**config.mk**
```make
export PLATFORM = sky130hd
export DESIGN_NAME = wsp_ctrl
export DESIGN_NICKNAME = d
export VERILOG_FILES = /design/src/hw/rtl/wsp_pkg.sv /design/src/hw/rtl/wsp_ctrl.sv
export SDC_FILE = /design/constraint.sdc
export NUM_CORES = 1
export LEC_CHECK = 0
export ABC_AREA = 1
export ABC_CLOCK_PERIOD_IN_PS = 1100
export BUFFER_PORTS_ARGS = -buffer_cell sky130_fd_sc_hd__buf_2
export CAP_MARGIN = 20
export CELL_PAD_IN_SITES_DETAIL_PLACEMENT = 0
export CELL_PAD_IN_SITES_GLOBAL_PLACEMENT = 1
export CORE_ASPECT_RATIO = 1.1
export CORE_MARGIN = 5
export CORE_UTILIZATION = 30
export DETAILED_ROUTE_END_ITERATION = 10
export GPL_TIMING_DRIVEN = 0
export PLACE_DENSITY = 0.79
export REMOVE_ABC_BUFFERS = 1
export SKIP_LAST_GASP = 1
export SLEW_MARGIN = 20
export SYNTH_ARGS = -nofsm -noshare
export SYNTH_HDL_FRONTEND = slang
export SYNTH_SLANG_ARGS = --single-unit
```
**constraint.sdc**
```tcl
create_clock -name i_clk -period 1.1 [get_ports i_clk]
set_input_delay 0.22 -clock i_clk [delete_from_list [all_inputs] [get_ports i_clk]]
set_output_delay 0.22 -clock i_clk [all_outputs]
set_load 0.02 [all_outputs]
```
**src/hw/rtl/wsp_pkg.sv**
```systemverilog
// ----------------------------------------------------------------------------
// WAV stream parser package
// Shared constants, parse phases and the control interface between the
// controller and the datapath.
// ----------------------------------------------------------------------------
package wsp_pkg;

    localparam logic [31:0] TAG_RIFF = 32'h5249_4646;
    localparam logic [31:0] TAG_WAVE = 32'h5741_5645;
    localparam logic [31:0] TAG_FMT  = 32'h666D_7420;
    localparam logic [31:0] TAG_DATA = 32'h6461_7461;

    localparam logic [31:0] MIN_FILE_BYTES = 32'd44;
    localparam logic [15:0] FMT_TAG_PCM    = 16'h0001;
    localparam logic [15:0] FMT_TAG_FLOAT  = 16'h0003;
    localparam logic [15:0] FMT_TAG_EXT    = 16'hFFFE;

    localparam int SUM_W = 30;
    localparam int SMP_W = 24;

    localparam logic [1:0] KIND_SAMPLE = 2'd0;
    localparam logic [1:0] KIND_OK     = 2'd1;
    localparam logic [1:0] KIND_ERR    = 2'd2;

    localparam logic [3:0] ERR_NONE     = 4'd0;
    localparam logic [3:0] ERR_SHORT    = 4'd1;
    localparam logic [3:0] ERR_NOT_RIFF = 4'd2;
    localparam logic [3:0] ERR_NO_FMT   = 4'd3;
    localparam logic [3:0] ERR_NO_DATA  = 4'd4;
    localparam logic [3:0] ERR_BAD_FMT  = 4'd5;
    localparam logic [3:0] ERR_TAG      = 4'd6;
    localparam logic [3:0] ERR_WIDTH    = 4'd7;
    localparam logic [3:0] ERR_CHANNELS = 4'd8;

    typedef enum logic [5:0] {
        PH_RIFF = 6'b000001,
        PH_HDR  = 6'b000010,
        PH_FMT  = 6'b000100,
        PH_DATA = 6'b001000,
        PH_SKIP = 6'b010000,
        PH_SINK = 6'b100000
    } t_phase;

    typedef struct packed {
        logic take;
        logic load;
        logic step;
        logic div_start;
        logic out_sample;
        logic out_end;
        logic clear;
    } t_cmd;

    typedef struct packed {
        logic frame_done;
        logic last;
        logic div_done;
        logic out_taken;
    } t_status;

endpackage

```
**src/hw/rtl/wsp_ctrl.sv**
```systemverilog
// ----------------------------------------------------------------------------
// WAV stream parser controller
// Sequences byte intake, the parse step, the frame division and the result
// transactions.
// ----------------------------------------------------------------------------
module wsp_ctrl
    import wsp_pkg::*;
(
    input  logic    i_clk,
    input  logic    i_rst_n,
    input  logic    i_in_valid,
    input  t_status i_status,
    output t_cmd    o_cmd
);

    typedef enum logic [5:0] {
        S_IDLE  = 6'b000001,
        S_STEP  = 6'b000010,
        S_DIV   = 6'b000100,
        S_SWAIT = 6'b001000,
        S_END   = 6'b010000,
        S_EWAIT = 6'b100000
    } t_state;

    t_state r_state, n_state;

    always_comb begin
        n_state = r_state;
        o_cmd   = '0;
        unique case (r_state)
            S_IDLE: begin
                o_cmd.take = 1'b1;
                if (i_in_valid) begin
                    o_cmd.load = 1'b1;
                    n_state = S_STEP;
                end
            end
            S_STEP: begin
                o_cmd.step = 1'b1;
                if (i_status.frame_done) begin
                    o_cmd.div_start = 1'b1;
                    n_state = S_DIV;
                end else if (i_status.last) begin
                    n_state = S_END;
                end else begin
                    n_state = S_IDLE;
                end
            end
            S_DIV: begin
                if (i_status.div_done) begin
                    o_cmd.out_sample = 1'b1;
                    n_state = S_SWAIT;
                end
            end
            S_SWAIT: begin
                if (i_status.out_taken) n_state = i_status.last ? S_END : S_IDLE;
            end
            S_END: begin
                o_cmd.out_end = 1'b1;
                o_cmd.clear = 1'b1;
                n_state = S_EWAIT;
            end
            S_EWAIT: begin
                if (i_status.out_taken) n_state = S_IDLE;
            end
            default: n_state = S_IDLE;
        endcase
    end

    always_ff @(posedge i_clk) begin
        if (!i_rst_n) begin
            r_state <= S_IDLE;
        end else begin
            r_state <= n_state;
        end
    end

endmodule

```
==> run metrics, run 1 <==
outcome finished with violations; Synth Area in Simple Gates between 50% and 60%; number of synthesis warnings 0; core footprint 1580 µm²; Max H-tree Level 1; final net count 117; area delta synth->final 64.0%; cell internal pwr slightly above 0.6 mW; grt total ovfl 0; DRC viols 0; most used cell along the critical path nor2_4; full die area ~2600 µm²; power per cell area around 1200 nW/µm²; M1 GR Usage a little under an eighth; CP Max Fanout 5; CP max stage delay about 0.33 ns; worst setup path class reg -> out; violated checks negative setup slack; routability cong. between 0.7 and 0.8; clock power share 22.7%; Adder-Cell Fraction of Synth Area 0%; crit path max-delay cell type dfxtp_2; average cell area after synthesis between 6 and 7 µm²; CTS tree yes; largest family of logic cells by synthesized area simple AND/OR/NAND/NOR gates; peak supply drop 578 µV; GR Util met2 about a fifth; Lkg Pwr ~0.44 nW; I/O Pins 14; DRT Wirelength between 1000 and 1500 µm; router iterations before antenna repair 4; Worst path top cell family by delay simple AND/OR/NAND/NOR gates; Synth cell types 17; Mapped Cells 78; share of cells above drive strength 1 62.0%; Clock Path Buffers 2; via count slightly below 600; largest net degree at the start of global routing 6; Largest regs r_state x6; Worst Max-Slew Pin Slew between 0.2 and 0.25 ns; clock skew 0.0135 ns; GRT Total Usage between 10 and 15%; RSZ-0062 raised after global routing true; count of input and output buffers 13; hpwl dp 864 µm; FP Rows 15; Max Cap Viol 0; largest cells by area after synthesis dfxtp_1 24%, nand2_1 11%, inv_1 9.7%, nor2_4 9.0%, nor2_1 6.8%; Yosys reg bits 6; Biggest register r_state; switching share of power between 30% and 40%; critical path endpoint category primary output; top-area cell type share of the netlist area between 20% and 30%; number of buffers and inverters on the critical path 2; Period Utilization, post-route 134%; Initial Util between 30% and 40%; highest clock rate around 0.68 GHz; vias in the first global route about 540; combinational share of power around half; Rel. slew slack about 86%; critical path startpoint category flop; number of fillers in the final layout approximately 160; crit path DAT between 1 and 1.5 ns; max-slew violations 0; initial antenna violation count 0; cell taking the most area after synthesis dfxtp_1; Clock Latency Late Sink roughly 0.27 ns; post-synthesis compound-gate area fraction around 6%; gr busiest metal met2; vias per cell between 4 and 5; Final WS setup -0.377 ns; Die W a little under 50 µm; Worst-path clk slew about 0.06 ns; Sw Pwr approximately 0.38 mW; Antenna Cells 0; routed len/inst 11.5 µm; met3 Use GR roughly 2.3%; Iter 0 DRT Violations 19; sequential power share between 20% and 30%; total CTS buffers 3; Hold Path Class in -> reg; clk sink count 6; post-synthesis sequential area ratio between 20% and 30%; first-pass GRT wire length between 2000 and 2500 µm; Post-Synth XOR/XNOR Area 0%; DP Worst Slack -0.199 ns; Final Setup Violations 11; setup_tns -3.01 ns; Tmin final approximately 1.5 ns; WP data required around 0.9 ns; post-synthesis mux area share 0%; worst-path cell chain nor2_4, nand2_2, nor2_4, inv_2, nor2_1, buf_4; max FFs per register 6; Die Y ~53 µm; Antenna Nets Post-Route 0; Synth Cell Area 500 µm²; Final Hold Vio Count 0; Root Driver clkbuf_4
-- path summary, 6_finish.rpt --
path	start	slack, ns	to	cells after the start
worst max-delay path	r_state[4]$_SDFFE_PN0P_	-0.38	o_cmd[5]	6
worst min register to register	r_state[2]$_SDFFE_PN0P_	0.62	r_state[2]$_SDFFE_PN0P_	3
worst min-delay path	i_rst_n	0.17	r_state[2]$_SDFFE_PN0P_	3
worst max register to register	r_state[3]$_SDFFE_PN0P_	-0.23	r_state[0]$_SDFFE_PN1P_	11
-- stage by stage --
stage          util [%]  area (µm²)  cells  hold WS (ns)  power, mW
6_report           52.1         821    125         0.171      0.993
3_5_place_dp       36.3         572    106         0.460      0.580
2_1_floorplan         -         485     76         0.341      0.506
4_1_cts            48.5         764    121         0.184      0.935
5_1_grt            52.1         821    125         0.199       1.04
3_3_place_gp       36.3         572    106         0.455      0.579
-- worst reg2reg max path: cells and delay by family, from the launching register on --
family	cells	cell delay (ns)
simple gates	7	0.45
buf+inv	4	0.42
flops	1	0.35
-- cell families (layout without fill, tap and decap cells) --
family                 Yosys count  in the layout
AND/OR/NAND/NOR                 45             45
flip-flops                       6              6
AO/OA/AOI/OAI                    6              6
buffers and inverters           21             51
-- power by group through the flow --
stage | sequential, mW | combinational (mW) | clock [mW]
5_1_grt | 0.275 | 0.542 | 0.227
6_report | 0.271 | 0.497 | 0.225
3_3_place_gp | 0.269 | 0.310 | 0
3_5_place_dp | 0.271 | 0.309 | 0
4_1_cts | 0.268 | 0.448 | 0.219
2_1_floorplan | 0.267 | 0.239 | 0
-- per-layer routing --
metal | routed length, µm | part of all wire [%]
met1 | 585 | 41
met2 | 728 | 51
met3 | 74 | 5.2
met4 | 43 | 3.0
met5 | 0 | 0
-- cell type report --
type / count / area (µm²) / area share (%)
clock buffer: 3 / 22.5 / 2.74
tap: 17 / 21.3 / 2.59
sequential: 6 / 138 / 16.8
multi-input combinational: 51 / 324 / 39.5
timing repair buffer: 29 / 241 / 29.4
inverter: 19 / 73.8 / 8.99
-- Yosys cell counts --
| library cell | instances |
|---|---|
| buf_4 | 2 |
| inv_1 | 13 |
| dfxtp_1 | 6 |
| nor3_2 | 1 |
| a21oi_1 | 4 |
| nand2_2 | 3 |
| nor2_4 | 4 |
| nand3_2 | 3 |
| nor2_1 | 9 |
| nor2_2 | 3 |
| clkinv_2 | 1 |
| nand2_1 | 14 |
| nand4_2 | 1 |
| o21ai_1 | 2 |
| nand4_1 | 5 |
| nand3_1 | 2 |
| inv_2 | 5 |
-- placed cells by master, fill, tap and decap left out --
cell	n
inv_4	1
nand3_4	1
buf_6	7
nor2_4	6
buf_4	15
nor2_2	2
a21oi_2	1
nor2_1	8
a21oi_1	3
dfxtp_4	4
nor3_2	1
nand3_1	2
nand2_1	11
inv_1	10
inv_2	8
buf_12	1
o21ai_1	2
dfxtp_2	2
nand4_1	5
buf_2	6
nand3_2	2
nand2_2	6
nand4_2	1
clkbuf_4	3
-- repair_timing --
action | CTS | global route
gates cloned | 0 | 0
resized for setup | 28 | 9
buffers inserted | 13 | 5
hold buffers | 0 | 0
endpoints found under the hold margin | 0 | 0
setup endpoints to repair | 10 | 11
pin swaps | 13 | 10
Note: power is estimated with default switching activity, not from simulation.
==> inputs of run 2 (changes only) <==
- SKIP_LAST_GASP: 1 -> not set
==> run 2 against run 1 <==
Net effect: the flow still finishes with violations (negative setup slack); via count is 0.51% lower; global-route usage unchanged; sequential power hardly changed; cell count stayed put; non-clock buffer count did not move; critical path type unchanged.
==> run metrics, run 2 (synthesized netlist as in run 1, its figures left out) <==
outcome finished with violations (unchanged); violated checks negative setup slack (unchanged); CP Max Fanout 5 (unchanged); Hold Path Class in -> reg (unchanged); most frequent cells in the layout 14 x buf_4, 11 x nand2_1, 9 x inv_2, 9 x inv_1 (was 15 x buf_4, 11 x nand2_1, 10 x inv_1, 8 x inv_2, 8 x nor2_1); vias in the first global route 542 (was 536); I/O Pins 14 (unchanged); RSZ-0062 raised after global routing true (unchanged); hpwl dp 864 µm (unchanged); Final Hold Vio Count 0 (unchanged); dpl cells 106 (unchanged); Antenna Cells 0 (unchanged); highest clock rate 0.681 GHz (was 0.677 GHz); hold wc startpoint i_rst_n (unchanged); CTS tree yes (unchanged); routability cong. 0.763 (unchanged); number of fillers in the final layout 159 (was 163); FP Rows 15 (unchanged); vias per cell 4.65 (was 4.67); power per cell area 1180 nW/µm² (was 1210 nW/µm²); max-slew violations 0 (unchanged); Reg-to-Reg Start r_state[3]$_SDFFE_PN0P_ (unchanged); total CTS buffers 3 (unchanged); DP Worst Slack -0.199 ns (unchanged); Sw Pwr 0.375 mW (was 0.384 mW); peak supply drop 578 µV (about the same); clock skew 0.00761 ns (was 0.0135 ns); critical path endpoint category primary output (unchanged); GRT Total Usage 11.4% (unchanged); Initial Util 31.7% (unchanged); DRT Wirelength 1420 µm (was 1430 µm); critical path startpoint category flop (unchanged); count of input and output buffers 13 (unchanged); Final Setup Violations 11 (unchanged); commonest non-fill, non-tap cell in the layout buf_4 (unchanged); Final WS setup -0.369 ns (was -0.377 ns); crit path DAT 1.25 ns (was 1.26 ns); Tmin final 1.47 ns (was 1.48 ns); cell internal pwr 0.611 mW (was 0.609 mW); Final Non-Filler Cells 125 (unchanged); area delta synth->final 66.5% (was 64.0%); sequential power share 27.5% (was 27.3%); clk sink count 6 (unchanged); Worst-path clk slew 0.05 ns (was 0.06 ns); final net count 117 (unchanged); first-pass GRT wire length 2240 µm (about the same); grt total ovfl 0 (unchanged); routed len/inst 11.4 µm (was 11.5 µm); Clock Latency Late Sink 0.25 ns (was 0.27 ns); Max H-tree Level 1 (unchanged); Period Utilization, post-route 134% (about the same); Iter 0 DRT Violations 14 (was 19); via count 581 (was 584); hold slack 0.184 ns (was 0.171 ns); Largest regs r_state x6 (unchanged); Lkg Pwr 0.440 nW (was 0.436 nW); initial antenna violation count 0 (unchanged); Worst Max-Slew Pin Slew 0.211 ns (was 0.213 ns); Root Driver clkbuf_4 (unchanged); Clock Path Buffers 2 (unchanged); core footprint 1580 µm² (unchanged); Max Cap Viol 0 (unchanged); register area 138 µm² (unchanged); Multi-input gate area 333 µm² (was 324 µm²); critical path startpoint r_state[4]$_SDFFE_PN0P_ (unchanged); max FFs per register 6 (unchanged); setup_tns -2.96 ns (was -3.01 ns); combinational share of power 51.0% (was 50.1%); Biggest register r_state (unchanged); clock power share 21.6% (was 22.7%); largest net degree at the start of global routing 6 (unchanged); Post-CTS Hold Fix Bufs 0 (unchanged); WP data required 0.88 ns (about the same); Die Y 52.8 µm (unchanged); Rel. slew slack 85.9% (was 85.8%); share of cells above drive strength 1 64.8% (was 62.0%); switching share of power 38.1% (was 38.7%); Antenna Nets Post-Route 0 (unchanged); router iterations before antenna repair 4 (unchanged); DRC viols 0 (unchanged); Die W 48.9 µm (unchanged); worst setup path class reg -> out (unchanged); full die area 2590 µm² (unchanged)
## run 2: cell counts in the layout (fill, tap and decap cells not counted)
No cell type changed its count.
## run 2: worst paths after layout
path                             endpoint  slack, ns  cells past startpoint
setup reg to reg  r_state[0]$_SDFFE_PN1P_      -0.24                     11
hold reg to reg   r_state[2]$_SDFFE_PN0P_       0.63                      3
hold / removal    r_state[2]$_SDFFE_PN0P_       0.18                      3
setup / recovery                 o_cmd[5]      -0.37                      6
## run 2: through the flow
stage | util (%) | total power [mW] | instance area (µm²)
2_1_floorplan | - | 0.506 | 485
3_3_place_gp | 36.3 | 0.579 | 572
3_5_place_dp | 36.3 | 0.580 | 572
4_1_cts | 48.7 | 0.936 | 768
5_1_grt | 52.9 | 1.05 | 833
6_report | 52.9 | 0.986 | 833
## run 2: area by class of cell
type | instances | area share [%]
Multi-Input combinational cell | 51 | 39.9
Timing Repair Buffer | 29 | 29.4
Sequential cell | 6 | 16.5
Inverter | 19 | 8.86
Clock buffer | 3 | 2.70
Tap cell | 17 | 2.55
## run 2: critical path, cell delays in order (launching register included)
cell,delay [ns]
dfxtp_2,0.33
nor2_4,0.20
nand2_2,0.10
nor2_4,0.10
inv_2,0.04
nor2_1,0.08
buf_4,0.14
## run 2: timing repair
| item | 4_1_cts | 5_1_grt |
|---|---|---|
| pin swaps | 13 | 9 |
| resized for setup | 30 | 11 |
| setup endpoints to repair | 10 | 11 |
| buffers inserted | 13 | 5 |
## run 2: per-layer routing
metal	global-route usage [%]	vias up	wire, µm
li1	-	301	-
met1	11.7	258	582
met2	20.4	17	717
met3	2.28	5	78
met4	8.07	0	45
met5	0	-	0
## run 2: power by group through the flow
stage / Clock, mW / Combinational, mW / Sequential, mW
final: 0.213 / 0.502 / 0.271
after global routing: 0.227 / 0.548 / 0.275
after CTS: 0.219 / 0.449 / 0.269
after detailed placement: 0 / 0.309 / 0.271
after global placement: 0 / 0.310 / 0.269
after floorplan: 0 / 0.239 / 0.267
==> inputs of run 3 (changes only) <==
- ABC_AREA: 1 -> not set
- CORE_UTILIZATION: 30 -> 29
- PLACE_DENSITY: 0.79 -> 0.76
==> run 3 against run 2 <==
Net effect: the run still ends with negative setup slack left; worst hold slack better by 0.019 ns; area after synthesis is 15% lower; combinational power is 4% lower; fmax is 22% lower; critical path depth is 2 lower; non-clock buffer count stayed put; sequential share of layout area is 0.64 points higher; sequential power is 2% higher; largest cell class unchanged; critical endpoint is now r_state[1]$_SDFFE_PN0P_; synthesized cell count is 31% lower.
==> run metrics, run 3 <==
grt total ovfl 0 (unchanged); Rel. slew slack 68.2% (was 85.9%); commonest non-fill, non-tap cell in the layout buf_6 (was buf_4); Main synth FF type dfxtp_1 (unchanged); via count 485 (was 581); Final Instance Area 766 µm² (was 833 µm²); GRT Total Usage 11.8% (was 11.4%); RSZ-0062 raised after global routing true (unchanged); Largest regs r_state x6 (unchanged); count of input and output buffers 13 (unchanged); Post-synth top cells 6 x dfxtp_1, 6 x nand2_1, 4 x nor3_1 (was 14 x nand2_1, 13 x inv_1, 9 x nor2_1); FP Rows 14 (was 15); CTS tree yes (unchanged); hpwl dp 751 µm (was 864 µm); hold path cells 3 (unchanged); Antenna Cells 0 (unchanged); M1 GR Usage 13.5% (was 11.7%); critical path startpoint category flop (unchanged); R2R cell count 4 (was 11); register area 131 µm² (was 138 µm²); WP depth 4 (was 6); share of cells above drive strength 1 64.2% (was 64.8%); gr busiest metal met2 (unchanged); vias in the first global route 441 (was 542); average cell area after synthesis 7.92 µm² (was 6.42 µm²); highest clock rate 0.531 GHz (was 0.681 GHz); Clock Path Buffers 2 (unchanged); Clock Latency Late Sink 0.24 ns (was 0.25 ns); CP max stage delay 0.55 ns (was 0.33 ns); DRT Wirelength 1420 µm (unchanged); area delta synth->final 78.9% (was 66.5%); Worst Max-Slew Pin Slew 0.476 ns (was 0.211 ns); clk sink count 6 (unchanged); dpl cells 78 (was 106); number of buffers and inverters on the critical path 0 (was 2); CP Max Fanout 4 (was 5); WP data required 1.24 ns (was 0.88 ns); crit path DAT 2.02 ns (was 1.25 ns); Final Non-Filler Cells 97 (was 125); Iter 0 DRT Violations 17 (was 14); most frequent cells in the layout 14 x buf_6, 9 x buf_4, 6 x buf_2, 5 x nand2_1 (was 14 x buf_4, 11 x nand2_1, 9 x inv_2, 9 x inv_1); worst-path cell chain or4_4, or4b_4, and3_4, and3_1 (was nor2_4, nand2_2, nor2_4, inv_2, nor2_1, buf_4); met3 Use GR 5.36% (was 2.28%); router iterations before antenna repair 4 (unchanged); post-synthesis sequential area ratio 28.1% (was 24.0%); Mapped Cells 54 (was 78); Tmin final 1.88 ns (was 1.47 ns); largest net degree at the start of global routing 12 (was 6); number of fillers in the final layout 127 (was 159); placed cell area 479 µm² (was 572 µm²); Final WS setup -0.783 ns (was -0.369 ns); Post-synth ARST share 0% (unchanged); setup_tns -9.28 ns (was -2.96 ns); peak supply drop 903 µV (was 578 µV); Die Y 50.3 µm (was 52.8 µm); Hold Path Class in -> reg (unchanged); DRC viols 0 (unchanged); total CTS buffers 3 (unchanged); top-area cell type share of the netlist area 28.1% (was 24.0%); largest cells by area after synthesis dfxtp_1 28%, nand2_1 5.3%, nor3_1 4.7%, nand2b_1 4.4%, xor2_1 4.1% (was dfxtp_1 24%, nand2_1 11%, inv_1 9.7%, nor2_4 9.0%, nor2_1 6.8%); routability cong. 0.838 (was 0.763); Worst path top cell family by delay simple AND/OR/NAND/NOR gates (unchanged); max FFs per register 6 (unchanged); initial antenna violation count 0 (unchanged); I/O Pins 14 (unchanged); Post-CTS Hold Fix Bufs 0 (unchanged); Final Setup Violations 13 (was 11); Period Utilization, post-route 171% (was 134%); outcome finished with violations (unchanged); final net count 90 (was 117); power per cell area 1260 nW/µm² (was 1180 nW/µm²); crit path max-delay cell type or4_4 (was dfxtp_2); Yosys reg bits 6 (unchanged); clock skew 0.00357 ns (was 0.00761 ns); Synth Cell Area 428 µm² (was 500 µm²); Die W 46.6 µm (was 48.9 µm); DP Worst Slack -0.842 ns (was -0.199 ns); violated checks negative setup slack (unchanged); critical path endpoint category flop (was primary output); routed len/inst 14.7 µm (was 11.4 µm); GR Util met2 19.0% (was 20.4%); Lkg Pwr 0.336 nW (was 0.440 nW); Max H-tree Level 1 (unchanged); fin util 55.3% (was 52.9%); cell taking the most area after synthesis dfxtp_1 (unchanged); Multi-input gate area 325 µm² (was 333 µm²); core footprint 1380 µm² (was 1580 µm²); number of synthesis warnings 0 (unchanged); Max Cap Viol 0 (unchanged); max-slew violations 0 (unchanged); Biggest register r_state (unchanged); worst setup path class reg -> reg (was reg -> out); Root Driver clkbuf_4 (unchanged); first-pass GRT wire length 1970 µm (was 2240 µm); full die area 2340 µm² (was 2590 µm²); vias per cell 5.00 (was 4.65); Final Hold Vio Count 0 (unchanged); Worst-path clk slew 0.05 ns (about the same); Antenna Nets Post-Route 0 (unchanged); Synth cell types 30 (was 17); Post-synth EDFFs 0 (unchanged); Initial Util 30.9% (was 31.7%)
==> run 3: changes by cell type after synthesis, moves of 4 or more <==
cell	previous run	this run
nand2_1	14	6
nor2_4	4	0
a21oi_1	4	0
nor2_1	9	3
inv_1	13	3
nand4_1	5	1
inv_2	5	0
nor3_1	0	4
==> run 3: worst min-delay path: cells and delay by family <==
family	cells	cell delay, ns
simple gates	1	0.04
buf+inv	2	0.15
==> run 3: cell type report <==
cell class / count / area share [%]
Multi-Input combinational cell: 40 / 42.5
Timing Repair Buffer: 29 / 33.3
Sequential cell: 6 / 17.2
Clock buffer: 3 / 2.94
Tap cell: 16 / 2.61
Inverter: 3 / 1.47
==> run 3: kinds of logic (layout without fill, tap and decap cells) <==
kind of cell | count (synthesis) | count (layout) | share of synthesized area [%]
simple gates | 29 | 29 | 42.1
xor+xnor | 2 | 2 | 4.09
flops | 6 | 6 | 28.1
compound gates | 9 | 9 | 15.2
buf+inv | 8 | 35 | 10.5
==> run 3: final timing paths <==
| path | start | end | slack, ns |
|---|---|---|---|
| worst max-delay path | r_state[4]$_SDFFE_PN0P_ | r_state[1]$_SDFFE_PN0P_ | -0.78 |
| worst min-delay path | i_status[2] | r_state[4]$_SDFFE_PN0P_ | 0.20 |
| worst max register to register | r_state[4]$_SDFFE_PN0P_ | r_state[1]$_SDFFE_PN0P_ | -0.78 |
| worst min register to register | r_state[5]$_SDFFE_PN0P_ | r_state[5]$_SDFFE_PN0P_ | 0.51 |
==> run 3: per-stage QoR <==
| step | hold WS (ns) | power, mW |
|---|---|---|
| floorplan | 0.335 | 0.453 |
| global placement | 0.465 | 0.523 |
| detailed placement | 0.464 | 0.522 |
| CTS | 0.197 | 0.847 |
| global route | 0.196 | 1.03 |
| finish | 0.203 | 0.962 |
==> run 3: routing by layer <==
layer / wire length (µm) / share of wire, % / vias up
li1: - / - / 245
met1: 609 / 43 / 223
met2: 718 / 50 / 13
met3: 62 / 4.4 / 4
met4: 33 / 2.3 / 0
met5: 0 / 0 / -
==> run 3: what timing repair did <==
action / in CTS / in global routing
gates resized for setup: 28 / 16
pin swaps: 9 / 7
setup endpoints to repair: 13 / 13
buffers inserted: 11 / 5
==> run 3: report_power, final <==
part           switching, mW  total, mW  internal, mW  leakage [nW]
registers             0.0414      0.276         0.235        0.0513
logic                  0.190      0.484         0.294         0.271
clock network         0.0781      0.201         0.123        0.0138
