<file path="src/hw/rtl/wsp_pkg.sv">
// ----------------------------------------------------------------------------
// WAV stream parser package
// Shared constants, parse phases and the control interface between the
// controller and the datapath.
// ----------------------------------------------------------------------------
package wsp_pkg;

    localparam logic [31:0] TAG_RIFF = 32'h5249_4646;
    localparam logic [31:0] TAG_WAVE = 32'h5741_5645;
    localparam logic [31:0] TAG_FMT  = 32'h666D_7420;
    localparam logic [31:0] TAG_DATA = 32'h6461_7461;

    localparam logic [31:0] MIN_FILE_BYTES = 32'd44;
    localparam logic [15:0] FMT_TAG_PCM    = 16'h0001;
    localparam logic [15:0] FMT_TAG_FLOAT  = 16'h0003;
    localparam logic [15:0] FMT_TAG_EXT    = 16'hFFFE;

    localparam int SUM_W = 30;
    localparam int SMP_W = 24;

    localparam logic [1:0] KIND_SAMPLE = 2'd0;
    localparam logic [1:0] KIND_OK     = 2'd1;
    localparam logic [1:0] KIND_ERR    = 2'd2;

    localparam logic [3:0] ERR_NONE     = 4'd0;
    localparam logic [3:0] ERR_SHORT    = 4'd1;
    localparam logic [3:0] ERR_NOT_RIFF = 4'd2;
    localparam logic [3:0] ERR_NO_FMT   = 4'd3;
    localparam logic [3:0] ERR_NO_DATA  = 4'd4;
    localparam logic [3:0] ERR_BAD_FMT  = 4'd5;
    localparam logic [3:0] ERR_TAG      = 4'd6;
    localparam logic [3:0] ERR_WIDTH    = 4'd7;
    localparam logic [3:0] ERR_CHANNELS = 4'd8;

    typedef enum logic [5:0] {
        PH_RIFF = 6'b000001,
        PH_HDR  = 6'b000010,
        PH_FMT  = 6'b000100,
        PH_DATA = 6'b001000,
        PH_SKIP = 6'b010000,
        PH_SINK = 6'b100000
    } t_phase;

    typedef struct packed {
        logic take;
        logic load;
        logic step;
        logic div_start;
        logic out_sample;
        logic out_end;
        logic clear;
    } t_cmd;

    typedef struct packed {
        logic frame_done;
        logic last;
        logic div_done;
        logic out_taken;
    } t_status;

endpackage

</file>
<file path="src/hw/rtl/wsp_div.sv">
// ----------------------------------------------------------------------------
// WAV stream parser frame divider
// Signed frame sum divided by the channel count, one quotient bit per cycle,
// truncating toward zero.
// ----------------------------------------------------------------------------
module wsp_div
    import wsp_pkg::*;
#(
    parameter int DIV_W = 4
) (
    input  logic                    i_clk,
    input  logic                    i_rst_n,
    input  logic                    i_start,
    input  logic signed [SUM_W-1:0] i_dividend,
    input  logic [DIV_W-1:0]        i_divisor,
    output logic                    o_done,
    output logic signed [SMP_W-1:0] o_quotient
);

    localparam int CNT_W = $clog2(SUM_W);
    localparam logic [CNT_W-1:0] CNT_LAST = CNT_W'(SUM_W - 1);

    logic               r_busy, n_busy;
    logic               r_done, n_done;
    logic [CNT_W-1:0]   r_cnt, n_cnt;
    logic [DIV_W:0]     r_rem, n_rem;
    logic [SUM_W-1:0]   r_q, n_q;
    logic [DIV_W-1:0]   r_dsr, n_dsr;
    logic               r_neg, n_neg;
    logic [DIV_W:0]     trial;
    logic [SMP_W-1:0]   mag;

    always_comb begin
        n_busy = r_busy;
        n_done = 1'b0;
        n_cnt  = r_cnt;
        n_rem  = r_rem;
        n_q    = r_q;
        n_dsr  = r_dsr;
        n_neg  = r_neg;
        trial  = {r_rem[DIV_W-1:0], r_q[SUM_W-1]};
        if (i_start) begin
            n_busy = 1'b1;
            n_cnt  = '0;
            n_rem  = '0;
            n_neg  = i_dividend[SUM_W-1];
            n_q    = i_dividend[SUM_W-1] ? SUM_W'(-i_dividend) : SUM_W'(i_dividend);
            n_dsr  = i_divisor;
        end else if (r_busy) begin
            if (trial >= {1'b0, r_dsr}) begin
                n_rem = trial - {1'b0, r_dsr};
                n_q   = {r_q[SUM_W-2:0], 1'b1};
            end else begin
                n_rem = trial;
                n_q   = {r_q[SUM_W-2:0], 1'b0};
            end
            n_cnt = r_cnt + 1'b1;
            if (r_cnt == CNT_LAST) begin
                n_busy = 1'b0;
                n_done = 1'b1;
            end
        end
    end

    always_ff @(posedge i_clk) begin
        if (!i_rst_n) begin
            r_busy <= 1'b0;
            r_done <= 1'b0;
            r_cnt  <= '0;
        end else begin
            r_busy <= n_busy;
            r_done <= n_done;
            r_cnt  <= n_cnt;
        end
        r_rem <= n_rem;
        r_q   <= n_q;
        r_dsr <= n_dsr;
        r_neg <= n_neg;
    end

    assign mag        = r_q[SMP_W-1:0];
    assign o_done     = r_done;
    assign o_quotient = r_neg ? -$signed(mag) : $signed(mag);

endmodule

</file>
<file path="src/hw/rtl/wsp_datapath.sv">
// ----------------------------------------------------------------------------
// WAV stream parser datapath
// Chunk walker, format decoder, sample converter, frame accumulator and the
// result register.
// ----------------------------------------------------------------------------
module wsp_datapath
    import wsp_pkg::*;
#(
    parameter int MAX_CHANNELS = 8
) (
    input  logic                    i_clk,
    input  logic                    i_rst_n,
    input  t_cmd                    i_cmd,
    output t_status                 o_status,
    input  logic [7:0]              i_byte,
    input  logic                    i_last,
    input  logic                    i_out_ready,
    output logic                    o_out_valid,
    output logic [1:0]              o_kind,
    output logic signed [SMP_W-1:0] o_sample,
    output logic [3:0]              o_err,
    output logic [31:0]             o_rate,
    output logic [15:0]             o_channels
);

    localparam int CI_W = $clog2(MAX_CHANNELS + 1);
    localparam logic [15:0] MAX_CH = 16'(MAX_CHANNELS);

    logic [7:0]  r_byte;
    logic        r_last;
    t_phase      r_phase, n_phase;
    logic [31:0] r_pos, n_pos;
    logic [31:0] r_tag, n_tag;
    logic [31:0] r_remain, n_remain;
    logic        r_pad, n_pad;
    logic [2:0]  r_hdr_cnt, n_hdr_cnt;
    logic [31:0] r_hdr_size, n_hdr_size;
    logic [15:0] r_f_tag, n_f_tag;
    logic [15:0] r_f_ch, n_f_ch;
    logic [31:0] r_f_rate, n_f_rate;
    logic [15:0] r_f_bits, n_f_bits;
    logic [15:0] r_p_tag, n_p_tag;
    logic [15:0] r_p_ch, n_p_ch;
    logic [31:0] r_p_rate, n_p_rate;
    logic [15:0] r_p_bits, n_p_bits;
    logic [15:0] r_p_valid, n_p_valid;
    logic [15:0] r_p_sub, n_p_sub;
    logic [4:0]  r_fmt_off, n_fmt_off;
    logic        r_fmt_ext, n_fmt_ext;
    logic        r_have, n_have;
    logic        r_data_seen, n_data_seen;
    logic        r_stream_ok, n_stream_ok;
    logic [31:0] r_dcount, n_dcount;
    logic [31:0] r_sample, n_sample;
    logic [1:0]  r_bis, n_bis;
    logic [CI_W-1:0] r_idx, n_idx;
    logic signed [SUM_W-1:0] r_sum, n_sum;
    logic        r_tag_err, n_tag_err;

    logic                    r_o_valid;
    logic [1:0]              r_o_kind;
    logic signed [SMP_W-1:0] r_o_sample;
    logic [3:0]              r_o_err;
    logic [31:0]             r_o_rate;
    logic [15:0]             r_o_ch;

    logic                    frame_done;
    logic signed [SUM_W-1:0] sum_new;
    logic [31:0]             hsize;
    logic [31:0]             sb;
    logic [2:0]              bis1;
    logic [CI_W-1:0]         idx1;
    logic signed [SMP_W-1:0] conv;
    logic [28:0]             frame_bytes;
    logic                    frame_ok;
    logic [3:0]              end_err;
    logic                    div_done;
    logic signed [SMP_W-1:0] quotient;

    function automatic logic signed [SMP_W-1:0] float_q23(input logic [31:0] u);
        logic [7:0]  e;
        logic [22:0] m;
        logic [7:0]  sh;
        logic [23:0] mag;
        logic signed [SMP_W-1:0] sat;
        e   = u[30:23];
        m   = u[22:0];
        sh  = 8'd127 - e;
        sat = u[31] ? -24'sd8388608 : 24'sd8388607;
        mag = (sh < 8'd32) ? ({1'b1, m} >> sh[4:0]) : 24'd0;
        if (e == 8'd255) begin
            float_q23 = (m != 23'd0) ? '0 : sat;
        end else if (e == 8'd0) begin
            float_q23 = '0;
        end else if (e >= 8'd127) begin
            float_q23 = sat;
        end else begin
            float_q23 = u[31] ? -$signed(mag) : $signed(mag);
        end
    endfunction

    function automatic logic [3:0] fmt_error(input logic frame_exists, input logic [15:0] tag,
                                             input logic [15:0] ch, input logic [31:0] rate,
                                             input logic [15:0] bits);
        logic combo;
        combo = (tag == FMT_TAG_PCM && (bits == 16'd8 || bits == 16'd16 || bits == 16'd32))
             || (tag == FMT_TAG_FLOAT && bits == 16'd32);
        priority if (ch == 16'd0 || rate == 32'd0) fmt_error = ERR_BAD_FMT;
        else if (tag != FMT_TAG_PCM && tag != FMT_TAG_FLOAT) fmt_error = ERR_TAG;
        else if (bits < 16'd8) fmt_error = ERR_WIDTH;
        else if (ch > MAX_CH) fmt_error = ERR_CHANNELS;
        else if (!combo && frame_exists) fmt_error = ERR_WIDTH;
        else fmt_error = ERR_NONE;
    endfunction

    always_comb begin
        n_phase = r_phase;  n_pos = r_pos;  n_tag = r_tag;  n_remain = r_remain;
        n_pad = r_pad;  n_hdr_cnt = r_hdr_cnt;  n_hdr_size = r_hdr_size;
        n_f_tag = r_f_tag;  n_f_ch = r_f_ch;  n_f_rate = r_f_rate;  n_f_bits = r_f_bits;
        n_p_tag = r_p_tag;  n_p_ch = r_p_ch;  n_p_rate = r_p_rate;  n_p_bits = r_p_bits;
        n_p_valid = r_p_valid;  n_p_sub = r_p_sub;  n_fmt_off = r_fmt_off;
        n_fmt_ext = r_fmt_ext;  n_have = r_have;  n_data_seen = r_data_seen;
        n_stream_ok = r_stream_ok;  n_dcount = r_dcount;  n_sample = r_sample;
        n_bis = r_bis;  n_idx = r_idx;  n_sum = r_sum;  n_tag_err = r_tag_err;
        frame_done = 1'b0;
        sum_new = r_sum;
        hsize = r_hdr_size;
        sb = r_sample | (32'(r_byte) << {r_bis, 3'b000});
        bis1 = {1'b0, r_bis} + 3'd1;
        idx1 = r_idx + 1'b1;
        conv = '0;
        if (i_cmd.step) begin
            unique case (r_phase)
                PH_RIFF: begin
                    n_tag = {r_tag[23:0], r_byte};
                    if (r_pos == 32'd3 && n_tag != TAG_RIFF) begin
                        n_tag_err = 1'b1;
                        n_phase = PH_SINK;
                    end else if (r_pos == 32'd11) begin
                        if (n_tag != TAG_WAVE) begin
                            n_tag_err = 1'b1;
                            n_phase = PH_SINK;
                        end else begin
                            n_phase = PH_HDR;
                            n_hdr_cnt = '0;
                        end
                    end
                end
                PH_HDR: begin
                    if (!r_hdr_cnt[2]) begin
                        n_tag = {r_tag[23:0], r_byte};
                        hsize = '0;
                    end else begin
                        hsize = r_hdr_size | (32'(r_byte) << {r_hdr_cnt[1:0], 3'b000});
                    end
                    n_hdr_size = hsize;
                    n_hdr_cnt = r_hdr_cnt + 3'd1;
                    if (r_hdr_cnt == 3'd7) begin
                        n_remain = hsize;
                        n_pad = hsize[0];
                        if (n_tag == TAG_FMT && hsize >= 32'd16 && !r_data_seen) begin
                            n_phase = PH_FMT;
                            n_fmt_off = '0;
                            n_fmt_ext = hsize >= 32'd26;
                            n_p_tag = '0;  n_p_ch = '0;  n_p_rate = '0;
                            n_p_bits = '0;  n_p_valid = '0;  n_p_sub = '0;
                        end else if (n_tag == TAG_DATA && !r_data_seen) begin
                            n_data_seen = 1'b1;
                            n_stream_ok = r_have && fmt_error(1'b1, r_f_tag, r_f_ch,
                                                              r_f_rate, r_f_bits) == ERR_NONE;
                            n_phase = PH_DATA;
                        end else begin
                            n_phase = PH_SKIP;
                        end
                        if (hsize == 32'd0) n_phase = PH_HDR;
                    end
                end
                PH_FMT, PH_DATA, PH_SKIP: begin
                    if (r_phase == PH_FMT) begin
                        if (r_fmt_off < 5'd26) begin
                            n_fmt_off = r_fmt_off + 5'd1;
                            unique case (r_fmt_off)
                                5'd0:  n_p_tag[7:0]    = r_byte;
                                5'd1:  n_p_tag[15:8]   = r_byte;
                                5'd2:  n_p_ch[7:0]     = r_byte;
                                5'd3:  n_p_ch[15:8]    = r_byte;
                                5'd4:  n_p_rate[7:0]   = r_byte;
                                5'd5:  n_p_rate[15:8]  = r_byte;
                                5'd6:  n_p_rate[23:16] = r_byte;
                                5'd7:  n_p_rate[31:24] = r_byte;
                                5'd14: n_p_bits[7:0]   = r_byte;
                                5'd15: n_p_bits[15:8]  = r_byte;
                                5'd18: n_p_valid[7:0]  = r_byte;
                                5'd19: n_p_valid[15:8] = r_byte;
                                5'd24: n_p_sub[7:0]    = r_byte;
                                5'd25: n_p_sub[15:8]   = r_byte;
                                default: ;
                            endcase
                            if (r_fmt_off == 5'd15) begin
                                n_f_tag = n_p_tag;  n_f_ch = n_p_ch;
                                n_f_rate = n_p_rate;  n_f_bits = n_p_bits;
                                n_have = 1'b1;
                            end
                            if (r_fmt_off == 5'd25 && r_fmt_ext && n_p_tag == FMT_TAG_EXT) begin
                                if (n_p_sub == FMT_TAG_PCM || n_p_sub == FMT_TAG_FLOAT) begin
                                    n_f_tag = n_p_sub;
                                end
                                if (n_p_valid != 16'd0) n_f_bits = n_p_valid;
                            end
                        end
                    end else if (r_phase == PH_DATA) begin
                        if (r_dcount != 32'hFFFF_FFFF) n_dcount = r_dcount + 32'd1;
                        if (r_stream_ok) begin
                            if (16'(bis1) >= {3'b000, r_f_bits[15:3]}) begin
                                if (r_f_tag == FMT_TAG_FLOAT) conv = float_q23(sb);
                                else if (r_f_bits == 16'd8) conv = {sb[7] ^ 1'b1, sb[6:0], 16'h0};
                                else if (r_f_bits == 16'd16) conv = {sb[15:0], 8'h00};
                                else conv = sb[31:8];
                                sum_new = r_sum + SUM_W'(conv);
                                n_sample = '0;
                                n_bis = '0;
                                if (16'(idx1) >= r_f_ch) begin
                                    frame_done = 1'b1;
                                    n_sum = '0;
                                    n_idx = '0;
                                end else begin
                                    n_sum = sum_new;
                                    n_idx = idx1;
                                end
                            end else begin
                                n_sample = sb;
                                n_bis = r_bis + 2'd1;
                            end
                        end
                    end
                    n_remain = r_remain - 32'd1;
                    if (n_remain == 32'd0) begin
                        if (r_pad) begin
                            n_pad = 1'b0;
                            n_remain = 32'd1;
                            n_phase = PH_SKIP;
                        end else begin
                            n_phase = PH_HDR;
                        end
                    end
                end
                PH_SINK: ;
                default: ;
            endcase
            if (r_pos != 32'hFFFF_FFFF) n_pos = r_pos + 32'd1;
        end
    end

    assign frame_bytes = 29'(r_f_bits[15:3] * r_f_ch);
    assign frame_ok = frame_bytes != 29'd0 && {3'b000, frame_bytes} <= r_dcount;

    always_comb begin
        priority if (r_pos < MIN_FILE_BYTES) end_err = ERR_SHORT;
        else if (r_tag_err) end_err = ERR_NOT_RIFF;
        else if (!r_have) end_err = ERR_NO_FMT;
        else if (!r_data_seen || r_dcount == 32'd0) end_err = ERR_NO_DATA;
        else end_err = fmt_error(frame_ok, r_f_tag, r_f_ch, r_f_rate, r_f_bits);
    end

    wsp_div #(
        .DIV_W(CI_W)
    ) u_div (
        .i_clk      (i_clk),
        .i_rst_n    (i_rst_n),
        .i_start    (i_cmd.div_start),
        .i_dividend (sum_new),
        .i_divisor  (r_f_ch[CI_W-1:0]),
        .o_done     (div_done),
        .o_quotient (quotient)
    );

    always_ff @(posedge i_clk) begin
        if (!i_rst_n || i_cmd.clear) begin
            r_phase <= PH_RIFF;  r_pos <= '0;  r_tag <= '0;  r_remain <= '0;
            r_pad <= 1'b0;  r_hdr_cnt <= '0;  r_hdr_size <= '0;
            r_f_tag <= '0;  r_f_ch <= '0;  r_f_rate <= '0;  r_f_bits <= '0;
            r_p_tag <= '0;  r_p_ch <= '0;  r_p_rate <= '0;  r_p_bits <= '0;
            r_p_valid <= '0;  r_p_sub <= '0;  r_fmt_off <= '0;  r_fmt_ext <= 1'b0;
            r_have <= 1'b0;  r_data_seen <= 1'b0;  r_stream_ok <= 1'b0;
            r_dcount <= '0;  r_sample <= '0;  r_bis <= '0;  r_idx <= '0;
            r_sum <= '0;  r_tag_err <= 1'b0;  r_last <= 1'b0;
        end else begin
            r_phase <= n_phase;  r_pos <= n_pos;  r_tag <= n_tag;  r_remain <= n_remain;
            r_pad <= n_pad;  r_hdr_cnt <= n_hdr_cnt;  r_hdr_size <= n_hdr_size;
            r_f_tag <= n_f_tag;  r_f_ch <= n_f_ch;  r_f_rate <= n_f_rate;
            r_f_bits <= n_f_bits;  r_p_tag <= n_p_tag;  r_p_ch <= n_p_ch;
            r_p_rate <= n_p_rate;  r_p_bits <= n_p_bits;  r_p_valid <= n_p_valid;
            r_p_sub <= n_p_sub;  r_fmt_off <= n_fmt_off;  r_fmt_ext <= n_fmt_ext;
            r_have <= n_have;  r_data_seen <= n_data_seen;  r_stream_ok <= n_stream_ok;
            r_dcount <= n_dcount;  r_sample <= n_sample;  r_bis <= n_bis;
            r_idx <= n_idx;  r_sum <= n_sum;  r_tag_err <= n_tag_err;
            if (i_cmd.load) r_last <= i_last;
        end
        if (i_cmd.load) r_byte <= i_byte;
    end

    always_ff @(posedge i_clk) begin
        if (!i_rst_n) begin
            r_o_valid <= 1'b0;
        end else if (i_cmd.out_sample || i_cmd.out_end) begin
            r_o_valid <= 1'b1;
        end else if (i_out_ready) begin
            r_o_valid <= 1'b0;
        end
        if (i_cmd.out_sample) begin
            r_o_kind   <= KIND_SAMPLE;
            r_o_sample <= quotient;
            r_o_err    <= ERR_NONE;
            r_o_rate   <= '0;
            r_o_ch     <= '0;
        end else if (i_cmd.out_end) begin
            r_o_kind   <= (end_err == ERR_NONE) ? KIND_OK : KIND_ERR;
            r_o_sample <= '0;
            r_o_err    <= end_err;
            r_o_rate   <= r_f_rate;
            r_o_ch     <= r_f_ch;
        end
    end

    assign o_status.frame_done = frame_done;
    assign o_status.last       = r_last;
    assign o_status.div_done   = div_done;
    assign o_status.out_taken  = r_o_valid && i_out_ready;

    assign o_out_valid = r_o_valid;
    assign o_kind      = r_o_kind;
    assign o_sample    = r_o_sample;
    assign o_err       = r_o_err;
    assign o_rate      = r_o_rate;
    assign o_channels  = r_o_ch;

endmodule

</file>
<file path="config.mk">
export PLATFORM = sky130hd
export DESIGN_NAME = wsp_datapath
export DESIGN_NICKNAME = d
export VERILOG_FILES = /design/src/hw/rtl/wsp_pkg.sv /design/src/hw/rtl/wsp_div.sv /design/src/hw/rtl/wsp_datapath.sv
export SDC_FILE = /design/constraint.sdc
export NUM_CORES = 2
export LEC_CHECK = 0
export ABC_CLOCK_PERIOD_IN_PS = 18400
export BUFFER_PORTS_ARGS = -buffer_cell sky130_fd_sc_hd__buf_2
export CAP_MARGIN = 20
export CORE_ASPECT_RATIO = 1.75
export CORE_MARGIN = 8
export CORE_UTILIZATION = 60
export CTS_CLUSTER_SIZE = 40
export DETAILED_ROUTE_END_ITERATION = 6
export PLACE_DENSITY_LB_ADDON = 0.12
export SYNTH_ARGS = -nofsm -noshare
export SYNTH_HDL_FRONTEND = slang
export SYNTH_HIERARCHICAL = 1
export SYNTH_SLANG_ARGS = --single-unit
</file>
<file path="constraint.sdc">
create_clock -name i_clk -period 18.4 [get_ports i_clk]
set_input_delay 2.76 -clock i_clk [delete_from_list [all_inputs] [get_ports i_clk]]
set_output_delay 2.76 -clock i_clk [all_outputs]
set_load 0.01 [all_outputs]
</file>
==> run_results.csv <==
group,metric,value,unit
outcome,status,"finished clean",
setup_path,ff2ff_path_depth,27,
finish,multi_input_area,24760,um2
setup_path,required,18910,ps
logic_synthesis,yosysWarnings,6,
setup_path,rrSetupSlack,9220,ps
sta,hold_viol,0,
floorplanning,die_h,353.1,um
floorplanning,core_area,64330,um2
clocking,cts_htree_levels,2,
setup_path,path_class,"flip-flop to flip-flop",
clocking,cts_setup_buffers,0,
setup_path,r2r_end,"u_div/r_q[28]",
run,cap_violations,0,
global_routing,grt_first_pass_wirelength,173400,um
global_routing,grt.busiest_layer,"met2",
drt,ant_nets,0,
sta,relSlewSlack,0.2955,
logic_synthesis,yosys.area.top_type,"dfxtp_1",
drt,route.vias.total,33852,
setup_path,worstSetupEndpointType,"flip-flop",
setup_path,crit_path_top_delay_cell,"dfxtp_1",
logic_synthesis,async_reset_ff_frac,0,
finish,antenna_cells,0,
clocking,ctsHoldBuffers,0,
power_and_ir_drop,p_sw_frac,0.2363,
sta,fin_skew,51.66,ps
logic_synthesis,synth_fp_nets,5051,
drt,routedWlPerCell,19.71,um
floorplanning,io_pins,102,
setup_path,critPathCapture,"u_div/r_q[28]",
sta,rsz0062_at_grt,"false",
logic_synthesis,synth_top_area_share,0.2565,
drt,drt_wl_total,107500,um
power_and_ir_drop,leakagePower,15.73,nW
floorplanning,rows,123,
global_routing,grt_util_met1,0.3093,
drt,drc,0,
logic_synthesis,avgSynthCellArea,8.263,um2
clocking,clockRootBuffer,"clkbuf_16",
logic_synthesis,synth_ff_type,"dfxtp_1",
floorplanning,die_w,208.6,um
sta,setup_tns,0,ps
logic_synthesis,synth-seq-cells,566,
logic_synthesis,ys_seq_area_frac,0.3081,
clocking,ctsLongestPathBuffers,3,
power_and_ir_drop,seq_power_share,0.487,
floorplanning,initial_core_util,0.6055,
global_routing,grt-ovfl-total,0,
sta,setup_viol,0,
min_path,whs_path_depth,2,
clocking,clkSinkCount,566,
power_and_ir_drop,power.density,63.17,nW/um2
global_routing,grt_start_max_net_pins,110,
power_and_ir_drop,p_sw,0.0006218,W
power_and_ir_drop,combPwrFrac,0.048,
finish,nNetsFinal,4936,
logic_synthesis,yosys-top-cells-area,"dfxtp_1, fa_1, mux2i_1",
setup_path,arrival,9680,ps
drt,drtIter0Drc,2164,
min_path,hold_class,"flip-flop to flip-flop",
clocking,cts_tree,"done",
finish,fillerInstances,5697,
setup_path,worstPathMaxFanout,23,
drt,via_per_inst,6.205,
setup_path,critPathLaunchType,"flip-flop",
global_routing,grt_pass1_vias,33145,
sta,min_period,9177,ps
power_and_ir_drop,p_int,0.002010,W
sta,slew_violations,0,
clocking,cts_resized,0,
clocking,cts_buffers,54,
setup_path,rr_startpoint,"r_bis[1]",
sta,period_share,0.4987,
power_and_ir_drop,vdd_drop_max,0.08105,mV
finish,seq_area,12000,um2
setup_path,max_stage_delay,860,ps
sta,worst_pin_slew,1050,ps
setup_path,startpoint,"r_bis[1]",
global_routing,grt_use_met2,0.5268,
finish,area_growth,6.964,%
power_and_ir_drop,clkPwrFrac,0.466,
sta,fmax,0.1090,GHz
power_and_ir_drop,finalPower,0.002632,W
global_routing,track_usage,0.2852,
clocking,clock_latency,660,ps
logic_synthesis,synthDistinctLibCells,98,
global_routing,antenna_found_initial,0,
clocking,clk_pin_slew,60,ps
logic_synthesis,netlist_instances,4714,
placed_design,routabilityCongestion,0.9456,
logic_synthesis,synth_edf_count,67,
placed_design,portBuffers,100,
finish,layout-drive-gt1-share,0.07364,
floorplanning,dieArea,73650,um2
drt,drtPass1Iterations,6,
placed_design,dp_hpwl,77510,um
global_routing,use_met3,0.03930,
logic_synthesis,synth_area,38950,um2
-- Yosys cell counts (9+ instances only) --
cell       number
nor2_1        589
dfxtp_1       499
nand2_1       438
a21oi_1       331
clkbuf_1      284
inv_1         241
mux2i_1       238
o21ai_0       228
ha_1          162
fa_1          156
and2_1        146
a211oi_1      122
xnor2_1        98
nand3_1        97
nor3_1         97
xor2_1         71
nor4_1         70
edfxtp_1       67
nand4_1        66
a21o_1         65
or3_1          42
nand2b_1       40
and3_1         38
a31oi_1        36
nor2b_1        33
o21a_1         32
or4_1          29
o31ai_1        27
buf_1          19
buf_2          16
nor3b_1        16
o211ai_1       16
o22ai_1        16
or2_2          16
a211o_1        15
mux4_2         15
and4_1         13
nand3b_1       13
o41ai_1        13
mux2_2         12
o32ai_1        10
buf_4           9
nand4b_1        9
o2111ai_1       9
-- layout make-up --
class | count | area share
Clock buffer | 68 | 0.03637
Tap cell | 812 | 0.02439
Clock inverter | 33 | 0.01111
Sequential cell | 566 | 0.2881
Timing Repair Buffer | 161 | 0.02400
Inverter | 241 | 0.02171
Multi-Input combinational cell | 3575 | 0.5944
-- sequential cells by signal, summed over array words and instances, names as in the netlist, 24 cells and up --
register,flops
r_dcount,32
r_pos,32
u_div/r_q,30
o_rate,32
r_sample,32
r_tag,32
r_remain,32
r_p_rate,32
r_f_rate,32
r_sum,30
r_hdr_size,32
o_sample,24
-- kinds of logic after synthesis --
logic type | Yosys count | synth area share
and+or+nand+nor | 1791 | 0.2225
xor gates and xnor gates | 169 | 0.03800
DFF | 566 | 0.3081
buffers and inverters | 573 | 0.05737
muxes | 265 | 0.07331
adders and majority gates | 318 | 0.1322
AOI/OAI and AO/OA | 1032 | 0.1685
-- worst max-delay path, delay by kind of cell (launching register included) --
kind	cells	cell delay [ps]
flip-flops	1	860
buffers and inverters	1	80
multiplexers	1	530
XOR/XNOR	1	190
AND/OR/NAND/NOR	9	3390
adder cells (fa/ha/maj)	2	550
AO/OA/AOI/OAI	13	3480
-- stage by stage --
step | setup WS, ps | hold WS [ps] | instance area [um2] | std cells | util
after global placement | 9357 | 443.8 | 39610 | 5351 | 0.6158
after CTS | 9311 | 459.5 | 41590 | 5452 | 0.6465
after detailed placement | 9335 | 442.8 | 39610 | 5351 | 0.6158
final | 9223 | 457.5 | 41660 | 5456 | 0.6476
after global routing | 8576 | 469.9 | 41660 | 5456 | 0.6476
after floorplan | 11040 | 406.4 | 38950 | 4714 | -
-- how the worst min path moves through the flow --
stage                     startpoint             end  slack, ps
after global placement     o_kind[0]       o_kind[0]        440
after floorplan            r_f_ch[3]  u_div/r_dsr[3]        410
after detailed placement   o_kind[0]       o_kind[0]        440
after CTS                  r_tag[31]       r_tag[31]        460
final                      o_kind[0]       o_kind[0]        460
after global routing       o_kind[0]       o_kind[0]        470
-- power groups by stage --
stage          clock network [W]  logic [W]  registers (W)
2_1_floorplan                  0  0.0000821        0.00131
3_3_place_gp                   0   0.000123        0.00131
3_5_place_dp                   0   0.000124        0.00131
4_1_cts                  0.00125   0.000124        0.00128
5_1_grt                  0.00130   0.000136        0.00128
6_report                 0.00123   0.000125        0.00128
-- layout by cell type (no fill, tap or decap), types with 15 or more instances in the layout --
cell and n:
o211ai_1 16, xnor2_1 98, and3_1 37, nor2_1 588
edfxtp_1 67, or3_1 42, and2_1 145, o22ai_1 16
mux2i_1 238, or2_2 16, nand2b_1 39, nor2b_1 32
or4_1 29, nor3b_1 16, mux4_2 15, o21a_1 32
nand4_1 66, o21ai_0 227, ha_1 162, a211o_1 15
nand3_1 97, nand2_1 437, dfxtp_1 499, a21o_1 65
buf_2 101, fa_1 156, xor2_1 71, o31ai_1 27
inv_1 241, clkbuf_16 55, a211oi_1 122, buf_4 57
a31oi_1 36, nor4_1 70, nor3_1 95, a21oi_1 331
-- routing by layer --
metal / part of all wire / vias up / routed length, um
met2: 0.51 / 1005 / 55260
met5: 0 / - / 0
met1: 0.38 / 16179 / 40690
li1: - / 16284 / -
met3: 0.049 / 384 / 5308
met4: 0.058 / 0 / 6291
No activity file was read; power rests on OpenSTA's default activity.
